==> config.mk <==
export PLATFORM = sky130hd
export DESIGN_NAME = fifo_with_search_and_swap_flat
export DESIGN_NICKNAME = d
export VERILOG_FILES = /design/src/fws_pkg.sv /design/src/fws_in_if.sv /design/src/fws_out_if.sv /design/src/fws_ram.sv /design/src/fws_front.sv /design/src/fws_back.sv /design/src/fifo_with_search_and_swap.sv /design/src/flat_wrapper.sv
export SDC_FILE = /design/constraint.sdc
export NUM_CORES = 1
export LEC_CHECK = 0
export BUFFER_PORTS_ARGS = -buffer_cell sky130_fd_sc_hd__buf_4
export CORE_AREA = 2 2 251 253
export DETAILED_ROUTE_END_ITERATION = 8
export DIE_AREA = 0 0 253 255
export PLACE_DENSITY = 0.71
export SLEW_MARGIN = 5
export SYNTH_ARGS = -nofsm -noshare
export SYNTH_HDL_FRONTEND = slang
export SYNTH_SLANG_ARGS = --single-unit
==> constraint.sdc <==
create_clock -name clk -period 7.45 [get_ports clk]
set_input_delay 1.49 -clock clk [delete_from_list [all_inputs] [get_ports clk]]
set_output_delay 1.49 -clock clk [all_outputs]
set_load 0.005 [all_outputs]
==> src/fws_pkg.sv <==
package fws_pkg;

  localparam int unsigned QUEUE_DEPTH_DEF = 16;
  localparam int unsigned DATA_WIDTH_DEF  = 32;

  // Request selector codes on the input channel
  localparam logic [2:0] REQ_PUSH  = 3'd0;
  localparam logic [2:0] REQ_POP   = 3'd1;
  localparam logic [2:0] REQ_FRONT = 3'd2;
  localparam logic [2:0] REQ_FIND  = 3'd3;
  localparam logic [2:0] REQ_SWAP  = 3'd4;
  localparam logic [2:0] REQ_READ  = 3'd5;
  localparam logic [2:0] REQ_CLEAR = 3'd6;

  // Result status codes
  localparam logic [1:0] ST_OK    = 2'd0;
  localparam logic [1:0] ST_EMPTY = 2'd1;
  localparam logic [1:0] ST_FULL  = 2'd2;
  localparam logic [1:0] ST_RANGE = 2'd3;

  typedef enum logic [2:0] {
    OP_PUSH,
    OP_POP,
    OP_FRONT,
    OP_FIND,
    OP_SWAP,
    OP_READ,
    OP_CLEAR,
    OP_NOP
  } op_t;

  typedef struct packed {
    op_t         op;
    logic [31:0] value;
    logic [3:0]  position;
  } cmd_t;

  typedef struct packed {
    logic [31:0] data_out;
    logic [3:0]  found_position;
    logic [1:0]  status;
    logic [4:0]  entry_count;
    logic        is_empty;
  } res_t;

endpackage

==> src/fws_in_if.sv <==
interface fws_in_if;
  logic        valid;
  logic        ready;
  logic [2:0]  req_type;
  logic [31:0] value;
  logic [3:0]  position;

  modport source (output valid, output req_type, output value, output position, input ready);
  modport sink (input valid, input req_type, input value, input position, output ready);
endinterface

==> src/fws_out_if.sv <==
interface fws_out_if;
  logic        valid;
  logic        ready;
  logic [31:0] data_out;
  logic [3:0]  found_position;
  logic [1:0]  status;
  logic [4:0]  entry_count;
  logic        is_empty;

  modport source (output valid, output data_out, output found_position, output status,
                  output entry_count, output is_empty, input ready);
  modport sink (input valid, input data_out, input found_position, input status,
                input entry_count, input is_empty, output ready);
endinterface

==> src/fws_ram.sv <==
module fws_ram #(
  parameter int unsigned WIDTH = 32,
  parameter int unsigned DEPTH = 16
) (
  input  logic                     clk,
  input  logic                     we,
  input  logic [$clog2(DEPTH)-1:0] waddr,
  input  logic [WIDTH-1:0]         wdata,
  input  logic [$clog2(DEPTH)-1:0] raddr,
  output logic [WIDTH-1:0]         rdata
);

  logic [WIDTH-1:0] mem [DEPTH];
  logic [WIDTH-1:0] rdata_r;

  always_ff @(posedge clk) begin
    if (we) begin
      mem[waddr] <= wdata;
    end
    rdata_r <= mem[raddr];
  end

  assign rdata = rdata_r;

endmodule

==> src/fws_front.sv <==
module fws_front (
  input  logic          clk,
  input  logic          rst_n,
  fws_in_if.sink        in_ch,
  output logic          cmd_valid,
  input  logic          cmd_ready,
  output fws_pkg::cmd_t cmd
);

  localparam int unsigned CQ_DEPTH = 2;
  localparam int unsigned CQ_AW    = $clog2(CQ_DEPTH);
  localparam int unsigned CQ_CW    = $clog2(CQ_DEPTH + 1);

  fws_pkg::cmd_t    q_r [CQ_DEPTH];
  logic [CQ_AW-1:0] wr_ptr_r, wr_ptr_nxt;
  logic [CQ_AW-1:0] rd_ptr_r, rd_ptr_nxt;
  logic [CQ_CW-1:0] cnt_r, cnt_nxt;
  fws_pkg::cmd_t    dec;
  logic             push, pop;

  // Classify the request selector; the unused code becomes a no-op
  always_comb begin
    dec.value    = in_ch.value;
    dec.position = in_ch.position;
    case (in_ch.req_type)
      fws_pkg::REQ_PUSH:  dec.op = fws_pkg::OP_PUSH;
      fws_pkg::REQ_POP:   dec.op = fws_pkg::OP_POP;
      fws_pkg::REQ_FRONT: dec.op = fws_pkg::OP_FRONT;
      fws_pkg::REQ_FIND:  dec.op = fws_pkg::OP_FIND;
      fws_pkg::REQ_SWAP:  dec.op = fws_pkg::OP_SWAP;
      fws_pkg::REQ_READ:  dec.op = fws_pkg::OP_READ;
      fws_pkg::REQ_CLEAR: dec.op = fws_pkg::OP_CLEAR;
      default:            dec.op = fws_pkg::OP_NOP;
    endcase
  end

  assign in_ch.ready = (cnt_r != CQ_CW'(CQ_DEPTH));
  assign cmd_valid   = (cnt_r != '0);
  assign cmd         = q_r[rd_ptr_r];

  assign push = in_ch.valid && in_ch.ready;
  assign pop  = cmd_valid && cmd_ready;

  always_comb begin
    wr_ptr_nxt = push ? wr_ptr_r + CQ_AW'(1) : wr_ptr_r;
    rd_ptr_nxt = pop ? rd_ptr_r + CQ_AW'(1) : rd_ptr_r;
    cnt_nxt    = cnt_r;
    if (push && !pop) begin
      cnt_nxt = cnt_r + CQ_CW'(1);
    end else if (pop && !push) begin
      cnt_nxt = cnt_r - CQ_CW'(1);
    end
  end

  always_ff @(posedge clk) begin
    if (!rst_n) begin
      wr_ptr_r <= '0;
      rd_ptr_r <= '0;
      cnt_r    <= '0;
    end else begin
      wr_ptr_r <= wr_ptr_nxt;
      rd_ptr_r <= rd_ptr_nxt;
      cnt_r    <= cnt_nxt;
    end
  end

  always_ff @(posedge clk) begin
    if (push) begin
      q_r[wr_ptr_r] <= dec;
    end
  end

endmodule

==> src/fws_back.sv <==
module fws_back #(
  parameter int unsigned QUEUE_DEPTH = fws_pkg::QUEUE_DEPTH_DEF,
  parameter int unsigned DATA_WIDTH  = fws_pkg::DATA_WIDTH_DEF
) (
  input  logic          clk,
  input  logic          rst_n,
  input  logic          cmd_valid,
  output logic          cmd_ready,
  input  fws_pkg::cmd_t cmd,
  output logic          out_valid,
  input  logic          out_ready,
  output fws_pkg::res_t out_res
);

  localparam int unsigned AW = $clog2(QUEUE_DEPTH);
  localparam int unsigned CW = $clog2(QUEUE_DEPTH + 1);
  localparam int unsigned OW = ((CW > 4) ? CW : 4) + 1;

  localparam logic [2:0] S_IDLE = 3'd0;
  localparam logic [2:0] S_RD   = 3'd1;
  localparam logic [2:0] S_SCAN = 3'd2;
  localparam logic [2:0] S_SWB  = 3'd3;
  localparam logic [2:0] S_SWWA = 3'd4;
  localparam logic [2:0] S_SWWB = 3'd5;

  function automatic logic [AW-1:0] ring(input logic [AW-1:0] base, input logic [CW-1:0] off);
    logic [CW:0] sum;
    sum = (CW+1)'(base) + (CW+1)'(off);
    if (sum >= (CW+1)'(QUEUE_DEPTH)) begin
      sum = sum - (CW+1)'(QUEUE_DEPTH);
    end
    return AW'(sum);
  endfunction

  logic [2:0]            state_r, state_nxt;
  logic [AW-1:0]         head_r, head_nxt;
  logic [CW-1:0]         occ_r, occ_nxt;
  logic                  pop_r, pop_nxt;
  logic [CW-1:0]         idx_r, idx_nxt;
  logic                  pend_r, pend_nxt;
  logic                  out_valid_r, out_valid_nxt;
  logic [DATA_WIDTH-1:0] val_r, val_nxt;
  logic [DATA_WIDTH-1:0] tmp_r, tmp_nxt;
  logic [CW-1:0]         cmp_idx_r, cmp_idx_nxt;
  logic [AW-1:0]         addr_a_r, addr_a_nxt;
  logic [AW-1:0]         addr_b_r, addr_b_nxt;
  fws_pkg::res_t         res_r, res_nxt;

  logic                  ram_we;
  logic [AW-1:0]         ram_waddr;
  logic [DATA_WIDTH-1:0] ram_wdata;
  logic [AW-1:0]         ram_raddr;
  logic [DATA_WIDTH-1:0] ram_rdata;

  fws_ram #(
    .WIDTH (DATA_WIDTH),
    .DEPTH (QUEUE_DEPTH)
  ) u_store (
    .clk   (clk),
    .we    (ram_we),
    .waddr (ram_waddr),
    .wdata (ram_wdata),
    .raddr (ram_raddr),
    .rdata (ram_rdata)
  );

  assign cmd_ready = (state_r == S_IDLE) && !out_valid_r;
  assign out_valid = out_valid_r;
  assign out_res   = res_r;

  always_comb begin
    logic [DATA_WIDTH-1:0] dval;
    logic [OW-1:0]         posx;
    logic [OW-1:0]         occx;
    logic [CW-1:0]         posc;
    logic                  fin;
    logic                  hit;
    logic [31:0]           f_data;
    logic [3:0]            f_found;
    logic [1:0]            f_status;

    dval     = DATA_WIDTH'(cmd.value);
    posx     = OW'(cmd.position);
    occx     = OW'(occ_r);
    posc     = CW'(cmd.position);
    fin      = 1'b0;
    hit      = pend_r && (ram_rdata == val_r);
    f_data   = '0;
    f_found  = '0;
    f_status = fws_pkg::ST_OK;

    state_nxt     = state_r;
    head_nxt      = head_r;
    occ_nxt       = occ_r;
    pop_nxt       = pop_r;
    idx_nxt       = idx_r;
    pend_nxt      = pend_r;
    val_nxt       = val_r;
    tmp_nxt       = tmp_r;
    cmp_idx_nxt   = cmp_idx_r;
    addr_a_nxt    = addr_a_r;
    addr_b_nxt    = addr_b_r;
    res_nxt       = res_r;
    out_valid_nxt = out_valid_r;

    ram_we    = 1'b0;
    ram_waddr = head_r;
    ram_wdata = dval;
    ram_raddr = head_r;

    // Drop the result once the transaction completes
    if (out_valid_r && out_ready) begin
      out_valid_nxt = 1'b0;
    end

    case (state_r)
      S_IDLE: begin
        if (cmd_valid && cmd_ready) begin
          case (cmd.op)
            fws_pkg::OP_PUSH: begin
              fin = 1'b1;
              if (occ_r >= CW'(QUEUE_DEPTH)) begin
                f_status = fws_pkg::ST_FULL;
              end else begin
                ram_we    = 1'b1;
                ram_waddr = ring(head_r, occ_r);
                occ_nxt   = occ_r + CW'(1);
              end
            end
            fws_pkg::OP_POP, fws_pkg::OP_FRONT: begin
              if (occ_r == '0) begin
                fin      = 1'b1;
                f_status = fws_pkg::ST_EMPTY;
              end else begin
                pop_nxt   = (cmd.op == fws_pkg::OP_POP);
                state_nxt = S_RD;
              end
            end
            fws_pkg::OP_READ: begin
              if (posx >= occx) begin
                fin      = 1'b1;
                f_status = fws_pkg::ST_RANGE;
              end else begin
                ram_raddr = ring(head_r, posc);
                pop_nxt   = 1'b0;
                state_nxt = S_RD;
              end
            end
            fws_pkg::OP_FIND: begin
              val_nxt   = dval;
              idx_nxt   = '0;
              pend_nxt  = 1'b0;
              state_nxt = S_SCAN;
            end
            fws_pkg::OP_SWAP: begin
              if (posx + OW'(1) >= occx) begin
                fin      = 1'b1;
                f_status = fws_pkg::ST_RANGE;
              end else begin
                ram_raddr  = ring(head_r, posc);
                addr_a_nxt = ring(head_r, posc);
                addr_b_nxt = ring(head_r, posc + CW'(1));
                state_nxt  = S_SWB;
              end
            end
            fws_pkg::OP_CLEAR: begin
              fin      = 1'b1;
              head_nxt = '0;
              occ_nxt  = '0;
            end
            default: begin
              fin = 1'b1;
            end
          endcase
        end
      end
      S_RD: begin
        fin       = 1'b1;
        f_data    = 32'(ram_rdata);
        state_nxt = S_IDLE;
        if (pop_r) begin
          head_nxt = ring(head_r, CW'(1));
          occ_nxt  = occ_r - CW'(1);
        end
      end
      S_SCAN: begin
        // Issue one read per cycle; compare the word read in the cycle before
        if (hit) begin
          fin       = 1'b1;
          f_found   = 4'(cmp_idx_r);
          state_nxt = S_IDLE;
        end else if (idx_r < occ_r) begin
          ram_raddr   = ring(head_r, idx_r);
          pend_nxt    = 1'b1;
          cmp_idx_nxt = idx_r;
          idx_nxt     = idx_r + CW'(1);
        end else begin
          fin       = 1'b1;
          f_status  = fws_pkg::ST_EMPTY;
          state_nxt = S_IDLE;
        end
      end
      S_SWB: begin
        ram_raddr = addr_b_r;
        tmp_nxt   = ram_rdata;
        state_nxt = S_SWWA;
      end
      S_SWWA: begin
        ram_we    = 1'b1;
        ram_waddr = addr_a_r;
        ram_wdata = ram_rdata;
        state_nxt = S_SWWB;
      end
      S_SWWB: begin
        ram_we    = 1'b1;
        ram_waddr = addr_b_r;
        ram_wdata = tmp_r;
        fin       = 1'b1;
        state_nxt = S_IDLE;
      end
      default: begin
        state_nxt = S_IDLE;
      end
    endcase

    if (fin) begin
      out_valid_nxt          = 1'b1;
      res_nxt.data_out       = f_data;
      res_nxt.found_position = f_found;
      res_nxt.status         = f_status;
      res_nxt.entry_count    = 5'(occ_nxt);
      res_nxt.is_empty       = (occ_nxt == '0);
    end
  end

  always_ff @(posedge clk) begin
    if (!rst_n) begin
      state_r     <= S_IDLE;
      head_r      <= '0;
      occ_r       <= '0;
      pop_r       <= 1'b0;
      idx_r       <= '0;
      pend_r      <= 1'b0;
      out_valid_r <= 1'b0;
    end else begin
      state_r     <= state_nxt;
      head_r      <= head_nxt;
      occ_r       <= occ_nxt;
      pop_r       <= pop_nxt;
      idx_r       <= idx_nxt;
      pend_r      <= pend_nxt;
      out_valid_r <= out_valid_nxt;
    end
  end

  always_ff @(posedge clk) begin
    val_r     <= val_nxt;
    tmp_r     <= tmp_nxt;
    cmp_idx_r <= cmp_idx_nxt;
    addr_a_r  <= addr_a_nxt;
    addr_b_r  <= addr_b_nxt;
    res_r     <= res_nxt;
  end

endmodule

==> src/fifo_with_search_and_swap.sv <==
// Channel  Dir  Payload                                                  Handshake
// in_ch    in   req_type[2:0] value[31:0] position[3:0]                  valid/ready
// out_ch   out  data_out[31:0] found_position[3:0] status[1:0]           valid/ready
//               entry_count[4:0] is_empty
//
// Execute unit: push, clear, no-op and requests refused on their checks finish in idle;
// pop, front and indexed read pass a read state; swap does two reads, then two writes;
// find reads one entry per cycle until a match or the last occupied entry is compared.
// A two-entry request queue takes new transactions while the execute unit is busy or
// its result register waits; the execute unit starts a request only once that
// register is empty. Synchronous reset empties the queue; entry RAM is not cleared.
module fifo_with_search_and_swap #(
  parameter int unsigned QUEUE_DEPTH = fws_pkg::QUEUE_DEPTH_DEF,
  parameter int unsigned DATA_WIDTH  = fws_pkg::DATA_WIDTH_DEF
) (
  input logic       clk,
  input logic       rst_n,
  fws_in_if.sink    in_ch,
  fws_out_if.source out_ch
);

  logic          cmd_valid;
  logic          cmd_ready;
  fws_pkg::cmd_t cmd;
  logic          res_valid;
  fws_pkg::res_t res;

  fws_front u_front (
    .clk       (clk),
    .rst_n     (rst_n),
    .in_ch     (in_ch),
    .cmd_valid (cmd_valid),
    .cmd_ready (cmd_ready),
    .cmd       (cmd)
  );

  fws_back #(
    .QUEUE_DEPTH (QUEUE_DEPTH),
    .DATA_WIDTH  (DATA_WIDTH)
  ) u_back (
    .clk       (clk),
    .rst_n     (rst_n),
    .cmd_valid (cmd_valid),
    .cmd_ready (cmd_ready),
    .cmd       (cmd),
    .out_valid (res_valid),
    .out_ready (out_ch.ready),
    .out_res   (res)
  );

  assign out_ch.valid          = res_valid;
  assign out_ch.data_out       = res.data_out;
  assign out_ch.found_position = res.found_position;
  assign out_ch.status         = res.status;
  assign out_ch.entry_count    = res.entry_count;
  assign out_ch.is_empty       = res.is_empty;

  a_start_slot_free: assert property (@(posedge clk) disable iff (!rst_n)
    cmd_valid && cmd_ready |-> !res_valid)
    else $error("execute unit started with a result still pending");

  a_taken_then_drop: assert property (@(posedge clk) disable iff (!rst_n)
    res_valid && out_ch.ready |=> !res_valid)
    else $error("result repeated after transaction");

  a_empty_count: assert property (@(posedge clk) disable iff (!rst_n)
    res_valid && res.is_empty |-> res.entry_count == 5'd0)
    else $error("empty flag with nonzero count");

  a_full_not_empty: assert property (@(posedge clk) disable iff (!rst_n)
    res_valid && res.status == fws_pkg::ST_FULL |-> !res.is_empty)
    else $error("full status on an empty queue");

endmodule
==> src/flat_wrapper.sv <==
// flat-port wrapper written by rule: the top's interface ports become plain ports
module fifo_with_search_and_swap_flat 
#(
  parameter int unsigned QUEUE_DEPTH = fws_pkg::QUEUE_DEPTH_DEF,
  parameter int unsigned DATA_WIDTH  = fws_pkg::DATA_WIDTH_DEF
)
  (clk, rst_n, in_ch_valid, in_ch_req_type, in_ch_value, in_ch_position, in_ch_ready, out_ch_valid, out_ch_data_out, out_ch_found_position, out_ch_status, out_ch_entry_count, out_ch_is_empty, out_ch_ready);
  fws_in_if in_ch_i ();
  fws_out_if out_ch_i ();
  input logic clk;
  input logic rst_n;
  input wire logic [$bits(in_ch_i.valid)-1:0] in_ch_valid;
  input wire logic [$bits(in_ch_i.req_type)-1:0] in_ch_req_type;
  input wire logic [$bits(in_ch_i.value)-1:0] in_ch_value;
  input wire logic [$bits(in_ch_i.position)-1:0] in_ch_position;
  output wire logic [$bits(in_ch_i.ready)-1:0] in_ch_ready;
  output wire logic [$bits(out_ch_i.valid)-1:0] out_ch_valid;
  output wire logic [$bits(out_ch_i.data_out)-1:0] out_ch_data_out;
  output wire logic [$bits(out_ch_i.found_position)-1:0] out_ch_found_position;
  output wire logic [$bits(out_ch_i.status)-1:0] out_ch_status;
  output wire logic [$bits(out_ch_i.entry_count)-1:0] out_ch_entry_count;
  output wire logic [$bits(out_ch_i.is_empty)-1:0] out_ch_is_empty;
  input wire logic [$bits(out_ch_i.ready)-1:0] out_ch_ready;
  assign in_ch_i.valid = in_ch_valid;
  assign in_ch_i.req_type = in_ch_req_type;
  assign in_ch_i.value = in_ch_value;
  assign in_ch_i.position = in_ch_position;
  assign in_ch_ready = in_ch_i.ready;
  assign out_ch_valid = out_ch_i.valid;
  assign out_ch_data_out = out_ch_i.data_out;
  assign out_ch_found_position = out_ch_i.found_position;
  assign out_ch_status = out_ch_i.status;
  assign out_ch_entry_count = out_ch_i.entry_count;
  assign out_ch_is_empty = out_ch_i.is_empty;
  assign out_ch_i.ready = out_ch_ready;
  fifo_with_search_and_swap #(.QUEUE_DEPTH(QUEUE_DEPTH), .DATA_WIDTH(DATA_WIDTH)) u_core (.clk(clk), .rst_n(rst_n), .in_ch(in_ch_i), .out_ch(out_ch_i));
endmodule
==> metrics.md, run 1 <==
| Metric | Value |
|---|---|
| Initial core utilization | 50.2% |
| CP startpoint kind | register |
| Final setup viols | 0 |
| Synth Flop Type | edfxtp_1 |
| Post-layout nets | 2539 |
| Area leader, netlist | edfxtp_1 |
| H-Tree Depth | 3 |
| PD cells | 357 nW/um^2 |
| Multiplexer share of the synthesized area | 2.68% |
| Final critical-path required period | 5720 ps |
| Area of the core | 62200 um^2 |
| Layout area overhead | 13.3% |
| Post-synthesis register bit count | 767 |
| Mapped Cells | 2389 |
| Critical path data arrival time | 6220 ps |
| Drt via density | 5.89 |
| Die ar. | 64500 um^2 |
| Worst min-delay path category | register to register |
| Layout cells sized above 1 | 13.9% |
| TritonCTS buffer count | 75 |
| Initial drt markers | 2243 |
| Slew Limit Fails | 0 |
| Clk buf depth | 3 |
| Area fraction in compound gates after synthesis | 4.97% |
| Reg clk slew, reported paths | 60 ps |
| Most common cell after layout, fill and taps aside | edfxtp_1 |
| Port Buffers | 88 |
| Die Y | 255 um |
| Syn nets | 2466 |
| Cell variety after synth | 62 |
| F_max | 0.175 GHz |
| Largest net degree at the start of global routing | 125 |
| Vias in the first global route | 19200 |
| Worst skew pair latency | 630 ps |
| First-pass DRT Iterations | 5 |
| Mapped Avg Cell Area | 13.1 um^2 |
| First-pass GRT wire length | 115 mm |
| Least-Margin Pin Slew | 1340 ps |
| GP Congestion | 0.891 |
| XOR/XNOR Fraction of Synth Area | 1.35% |
| Setup tns final | 0 ps |
| Register area share after synthesis | 72.0% |
| Yosys top cell area share | 68.3% |
| Async S/R FF share, synth | 0% |
| Final non-filler cell total | 3323 |
| Worst slew margin | 10.7% |
| DP Cell Count | 3184 |
| HP Start | u_core.u_back.idx_r[4]$_SDFFE_PN0P_ |
| Top cells by area, synth | edfxtp_1, nand2_1, nand3_1 |
| DRT antenna net count | 0 |
| Post-Synth Simple-Gate Area | 15.5% |
| Root buf cell | clkbuf_16 |
| Final wirelength | 77.3 mm |
| CTS tree | built |
| Final hold viol count | 0 |
| Post-CTS Resized | 0 |
| Maximum VDD drop | 0.000273 V |
| Post-CTS Setup Repair Bufs | 0 |
| Initial antenna violation count | 2 |
| I/O pin total | 89 |
| YS warnings | 0 |
| Clock sink total | 767 |
| Clock skew | 32.2 ps |
| Outcome | finished, final reports clean |
| Worst setup EP type | register |
| Die width | 253 um |
| Post-synth EDFFs | 710 |
| Worst Path Max Fanout | 124 |
| Total gr overflow | 0 |
| Most frequent cells in the layout | edfxtp_1, nand2_1, nand3_1 |
| # Max-Cap Violations | 0 |
| Row count | 92 |
| WL/cell | 23.3 um |
| Ant diodes | 0 |
| DP HPWL | 43.6 mm |
| Total number of vias | 19600 |
| Unrepaired setup endpoints after global routing | false |
| GRT Total Usage | 23.8% |
| Crit path kind | register to register |
| DRC viols | 0 |
| Pleak | 12.3 nW |
| Hold Buf Count CTS | 0 |
| Synthesized area | 31200 um^2 |
| CP required | 7950 ps |
| Final worst-path cycle share | 76.8% |
| Combinational family with the most area after synthesis | simple AND/OR/NAND/NOR gates |
| Adder-cell share of the synthesized area | 1.46% |
synth_stat cells (8+ instances only):
| master | instances |
|---|---|
| a21o_1 | 10 |
| a21oi_1 | 189 |
| a31oi_1 | 8 |
| and2_1 | 48 |
| and3_1 | 10 |
| buf_1 | 13 |
| buf_2 | 37 |
| clkbuf_1 | 72 |
| dfxtp_1 | 57 |
| edfxtp_1 | 710 |
| ha_1 | 30 |
| inv_1 | 23 |
| mux2_2 | 37 |
| mux2i_1 | 42 |
| nand2_1 | 547 |
| nand2b_1 | 9 |
| nand3_1 | 257 |
| nor2_1 | 78 |
| nor2b_1 | 11 |
| nor3_1 | 10 |
| nor4_1 | 18 |
| nor4_2 | 30 |
| o21ai_0 | 18 |
| xnor2_1 | 9 |
| xor2_1 | 39 |
registers in the layout, indices dropped and copies added (netlist names), 2 cells and up, named ones only:
register                     count
u_core.u_back.u_store.rdata     32
u_core.u_front.cnt_r             2
u_core.u_back.tmp_r             32
u_core.u_back.val_r             32
u_core.u_front.q_r              78
u_core.u_back.state_r            3
u_core.u_back.occ_r              5
u_core.u_back.addr_b_r           4
u_core.u_back.idx_r              5
u_core.u_back.cmp_idx_r          4
u_core.u_back.out_res           44
u_core.u_back.head_r             4
u_core.u_back.u_store.mem      512
u_core.u_back.addr_a_r           4
layout make-up:
cell class / count / area (um^2)
inverter: 24 / 90.1
clock inverter: 42 / 514
tap: 799 / 1000
multi-input combinational: 1470 / 8280
timing repair buffer: 124 / 968
sequential: 767 / 22500
clock buffer: 97 / 2040
fill: 4802 / 26800
where the power goes:
group | switching (mW) | internal (mW) | leakage (nW)
Clock | 1.60 | 2.30 | 1.24
Combinational | 1.99 | 0.958 | 4.14
Sequential | 0.329 | 5.42 | 6.91
worst paths after layout:
path	to	slack, ps	cells after the start
setup / recovery	u_core.u_back.u_store.rdata[27]$_DFF_P_	1730	17
hold / removal	u_core.u_back.idx_r[4]$_SDFFE_PN0P_	490	1
setup reg to reg	u_core.u_back.u_store.rdata[27]$_DFF_P_	1730	17
hold reg to reg	u_core.u_back.idx_r[4]$_SDFFE_PN0P_	490	1
routing by layer:
metal  GRT usage [%]  share of wire, %  vias to the layer above
met1            32.5                40                     9679
met2            39.1                48                      933
li1                -                 -                     8822
met3            3.92               9.4                      154
met5               0                 0                        -
met4            8.25               2.8                        0
critical path, stage by stage (launching register included):
cell and delay [ps]:
dfxtp_2 510, buf_4 460, mux2_2 470, ha_1 220, xor2_1 160, ha_1 310
a21o_1 180, a31oi_1 130, o21ai_0 220, a2111oi_4 570, a21o_1 220, a31oi_1 150
nand2_4 600, buf_12 550, nand2_1 130, nand3_1 100, a21oi_1 110, nor4_2 380
kinds of logic (layout without fill, tap and decap cells):
logic type	count (synthesis)	after routing
adders and majority gates	34	34
buffers and inverters	152	287
xor gates and xnor gates	48	48
muxes	79	79
AOI/OAI and AO/OA	270	270
and+or+nand+nor	1039	1039
DFF	767	767
through the flow:
stage               cell area [um^2]  utilization, %  hold WS (ps)  setup slack (ps)  power [mW]
global route                   35400            56.9           497              1450        13.1
floorplan                      31200               -           426              1060        7.55
CTS                            35400            56.9           487              1780        12.6
detailed placement             32800            52.8           474              1860        8.74
finish                         35400            56.9           491              1730        12.6
global placement               32800            52.8           462              1960        8.63
No activity file was read; power rests on OpenSTA's default activity.
==> inputs of run 2 (changes only) <==
==> constraint.sdc (replaced) <==
create_clock -name clk -period 5.6 [get_ports clk]
set_input_delay 1.12 -clock clk [delete_from_list [all_inputs] [get_ports clk]]
set_output_delay 1.12 -clock clk [all_outputs]
set_load 0.005 [all_outputs]
==> run 2 against run 1 <==
Via count increased by 1.2%; count of clock-buffer cells in the layout increased by 9; register-to-register slack got worse by 1000 ps; sequential power increased by 33%; sequential cell count unchanged; sequential share of layout area decreased by 0.22 points; worst hold slack improved by 21 ps; maximum frequency increased by 17%; clock skew decreased by 3.1 ps; critical path depth unchanged; die area unchanged; critical path type unchanged; largest cell class unchanged.
==> metrics.md, run 2 (synthesis gave the netlist of run 1 again) <==
| Metric | Value |
|---|---|
| CP max stage delay | 570 ps (-30 ps) |
| Sequential share of power | 45.4% (-0.2 points) |
| Internal | 11.5 mW (+33%) |
| Switching share of power | 31.5% (+0.36 points) |
| CP required | 6100 ps (-1850 ps) |
| Crit path kind | register to register |
| Die Y | 255 um (unchanged) |
| Hold_ws | 511 ps (+20.7 ps) |
| Post-CTS Resized | 0 (unchanged) |
| Row count | 92 (unchanged) |
| Worst setup EP type | register |
| Maximum VDD drop | 0.000276 V (+1.3%) |
| Slew Limit Fails | 0 (unchanged) |
| DP HPWL | 44.9 mm (+3.2%) |
| Die ar. | 64500 um^2 (unchanged) |
| R2R setup slack | 730 ps (-1000 ps) |
| Area of the core | 62200 um^2 (unchanged) |
| Unrepaired setup endpoints after global routing | false |
| Vias in the first global route | 18900 (-1.5%) |
| Biggest register | u_core.u_back.u_store.mem |
| Port Buffers | 88 (unchanged) |
| Hold Buf Count CTS | 0 (unchanged) |
| I/O pin total | 89 (unchanged) |
| GRT Total Usage | 23.9% (+0.037 points) |
| Most frequent cells in the layout | edfxtp_1, nand2_1, nand3_1 |
| Root buf cell | clkbuf_16 |
| DRT antenna net count | 0 (unchanged) |
| Met2 wire length | 36.9 mm (+0.27%) |
| Final setup viols | 0 (unchanged) |
| WL met3 | 6.95 mm (-4.5%) |
| CP startpoint kind | register |
| Slowest-stage cell, CP | a2111oi_4 |
| Layout cells sized above 1 | 14.2% (+0.32 points) |
| Reg2Reg Depth | 17 (unchanged) |
| Initial antenna violation count | 0 (-2) |
| Clock skew | 29.2 ps (-3.09 ps) |
| Final worst-path cycle share | 87.0% (+10 points) |
| Worst slew margin | 6.71% (-4.0 points) |
| # Max-Cap Violations | 0 (unchanged) |
| WHS Path Cells | 1 (unchanged) |
| Least-Margin Pin Slew | 1400 ps (+60.4 ps) |
| Crit-path cells | mux2i_1 -> inv_1 -> ha_1 -> xor2_1 -> ha_1 -> a21o_1 -> a31oi_1 -> o21ai_0 -> a2111oi_4 -> mux2i_1 -> o211ai_1 -> o21a_1 -> o22a_1 -> nand2b_2 -> buf_4 -> a21oi_1 -> nor4_2 |
| DRC viols | 0 (unchanged) |
| CTS tree | built |
| Final wirelength | 77.6 mm (+0.39%) |
| Post-layout nets | 2553 (+0.55%) |
| Worst min-delay path category | register to register |
| Total number of vias | 19800 (+1.2%) |
| F_max | 0.205 GHz (+17%) |
| Initial core utilization | 50.2% (unchanged) |
| Die width | 253 um (unchanged) |
| Combinational share of power | 24.4% (+1.0 points) |
| Largest net degree at the start of global routing | 146 (+17%) |
| Clock sink total | 767 (unchanged) |
| Top Metal Used | met4 |
| WL/cell | 23.2 um (about the same) |
| PD cells | 474 nW/um^2 (+33%) |
| Outcome | finished, final reports clean |
| Final hold viol count | 0 (unchanged) |
| Reg clk slew, reported paths | 60 ps (about the same) |
| Largest register FFs | 512 (unchanged) |
| Final critical-path required period | 4870 ps (-852 ps) |
| Pleak | 12.3 nW (+0.46%) |
| Drt via density | 5.94 (+0.80%) |
| GP Congestion | 0.893 (+0.22%) |
| Fill cells | 4786 (-0.33%) |
| Post-CTS Setup Repair Bufs | 0 (unchanged) |
| First-pass DRT Iterations | 9 (+4) |
| Ant diodes | 0 (unchanged) |
| Worst Path Max Fanout | 15 (-88%) |
| Worst skew pair latency | 630 ps (about the same) |
| Clk buf depth | 3 (unchanged) |
| Critical path data arrival time | 5370 ps (-850 ps) |
| Most common cell after layout, fill and taps aside | edfxtp_1 |
| Setup tns final | 0 ps (unchanged) |
| DRT met1 WL | 32.0 mm (+3.2%) |
| Clk pwr share | 30.2% (-0.7 points) |
| Net Sw Power | 5.29 mW (+35%) |
| Total gr overflow | 0 (unchanged) |
| H-Tree Depth | 3 (unchanged) |
| Initial drt markers | 2637 (+18%) |
| First-pass GRT wire length | 115 mm (-0.11%) |
| Layout area overhead | 13.7% |
| TritonCTS buffer count | 75 (unchanged) |
## run 2: metrics by stage
step | worst slack, ps | power, mW | instance area (um^2) | std cells | util (%)
floorplan | 421 | 10.0 | 31200 | 2389 | -
detailed placement | 752 | 11.8 | 33000 | 3197 | 53.1
CTS | 738 | 16.8 | 35500 | 3336 | 57.1
global placement | 926 | 11.7 | 33000 | 3197 | 53.1
global route | 361 | 17.5 | 35500 | 3337 | 57.1
finish | 730 | 16.8 | 35500 | 3337 | 57.1
## run 2: path summary, 6_finish.rpt
kind / from / endpoint
worst max-delay path: register / u_core.u_back.u_store.rdata[13]$_DFF_P_
worst min-delay path: u_core.u_back.idx_r[4]$_SDFFE_PN0P_ / u_core.u_back.idx_r[4]$_SDFFE_PN0P_
worst max register to register: register / u_core.u_back.u_store.rdata[13]$_DFF_P_
worst min register to register: u_core.u_back.idx_r[4]$_SDFFE_PN0P_ / u_core.u_back.idx_r[4]$_SDFFE_PN0P_
## run 2: layer usage
| metal | GRT usage, % | up-vias |
|---|---|---|
| li1 | - | 8846 |
| met1 | 33.8 | 9845 |
| met2 | 38.5 | 1005 |
| met3 | 3.30 | 132 |
| met5 | 0 | - |
| met4 | 7.74 | 0 |
## run 2: final cells by class
class                   instances  area (um^2)  area share [%]
flip-flops and latches        767        22500            63.3
repair buffers                138         1160            3.27
clock inverters                33          389            1.10
well taps                     799         1000            2.82
inverters                      24         90.1           0.254
multi-input cells            1470         8280            23.3
clock buffers                 106         2100            5.91
## run 2: power groups by stage
| stage | sequential [mW] | clock [mW] | combinational [mW] |
|---|---|---|---|
| 2_1_floorplan | 7.55 | 0 | 2.48 |
| 3_3_place_gp | 7.71 | 0 | 3.94 |
| 3_5_place_dp | 7.73 | 0 | 4.03 |
| 4_1_cts | 7.61 | 5.13 | 4.06 |
| 5_1_grt | 7.66 | 5.37 | 4.45 |
| 6_report | 7.62 | 5.08 | 4.11 |
## run 2: worst max-delay path, delay by kind of cell (launching register included)
| family | cells | cell delay (ps) |
|---|---|---|
| AOI/OAI and AO/OA | 8 | 1920 |
| muxes | 2 | 590 |
| adders and majority gates | 2 | 550 |
| DFF | 1 | 520 |
| and+or+nand+nor | 2 | 500 |
| buffers and inverters | 2 | 490 |
| xor gates and xnor gates | 1 | 170 |
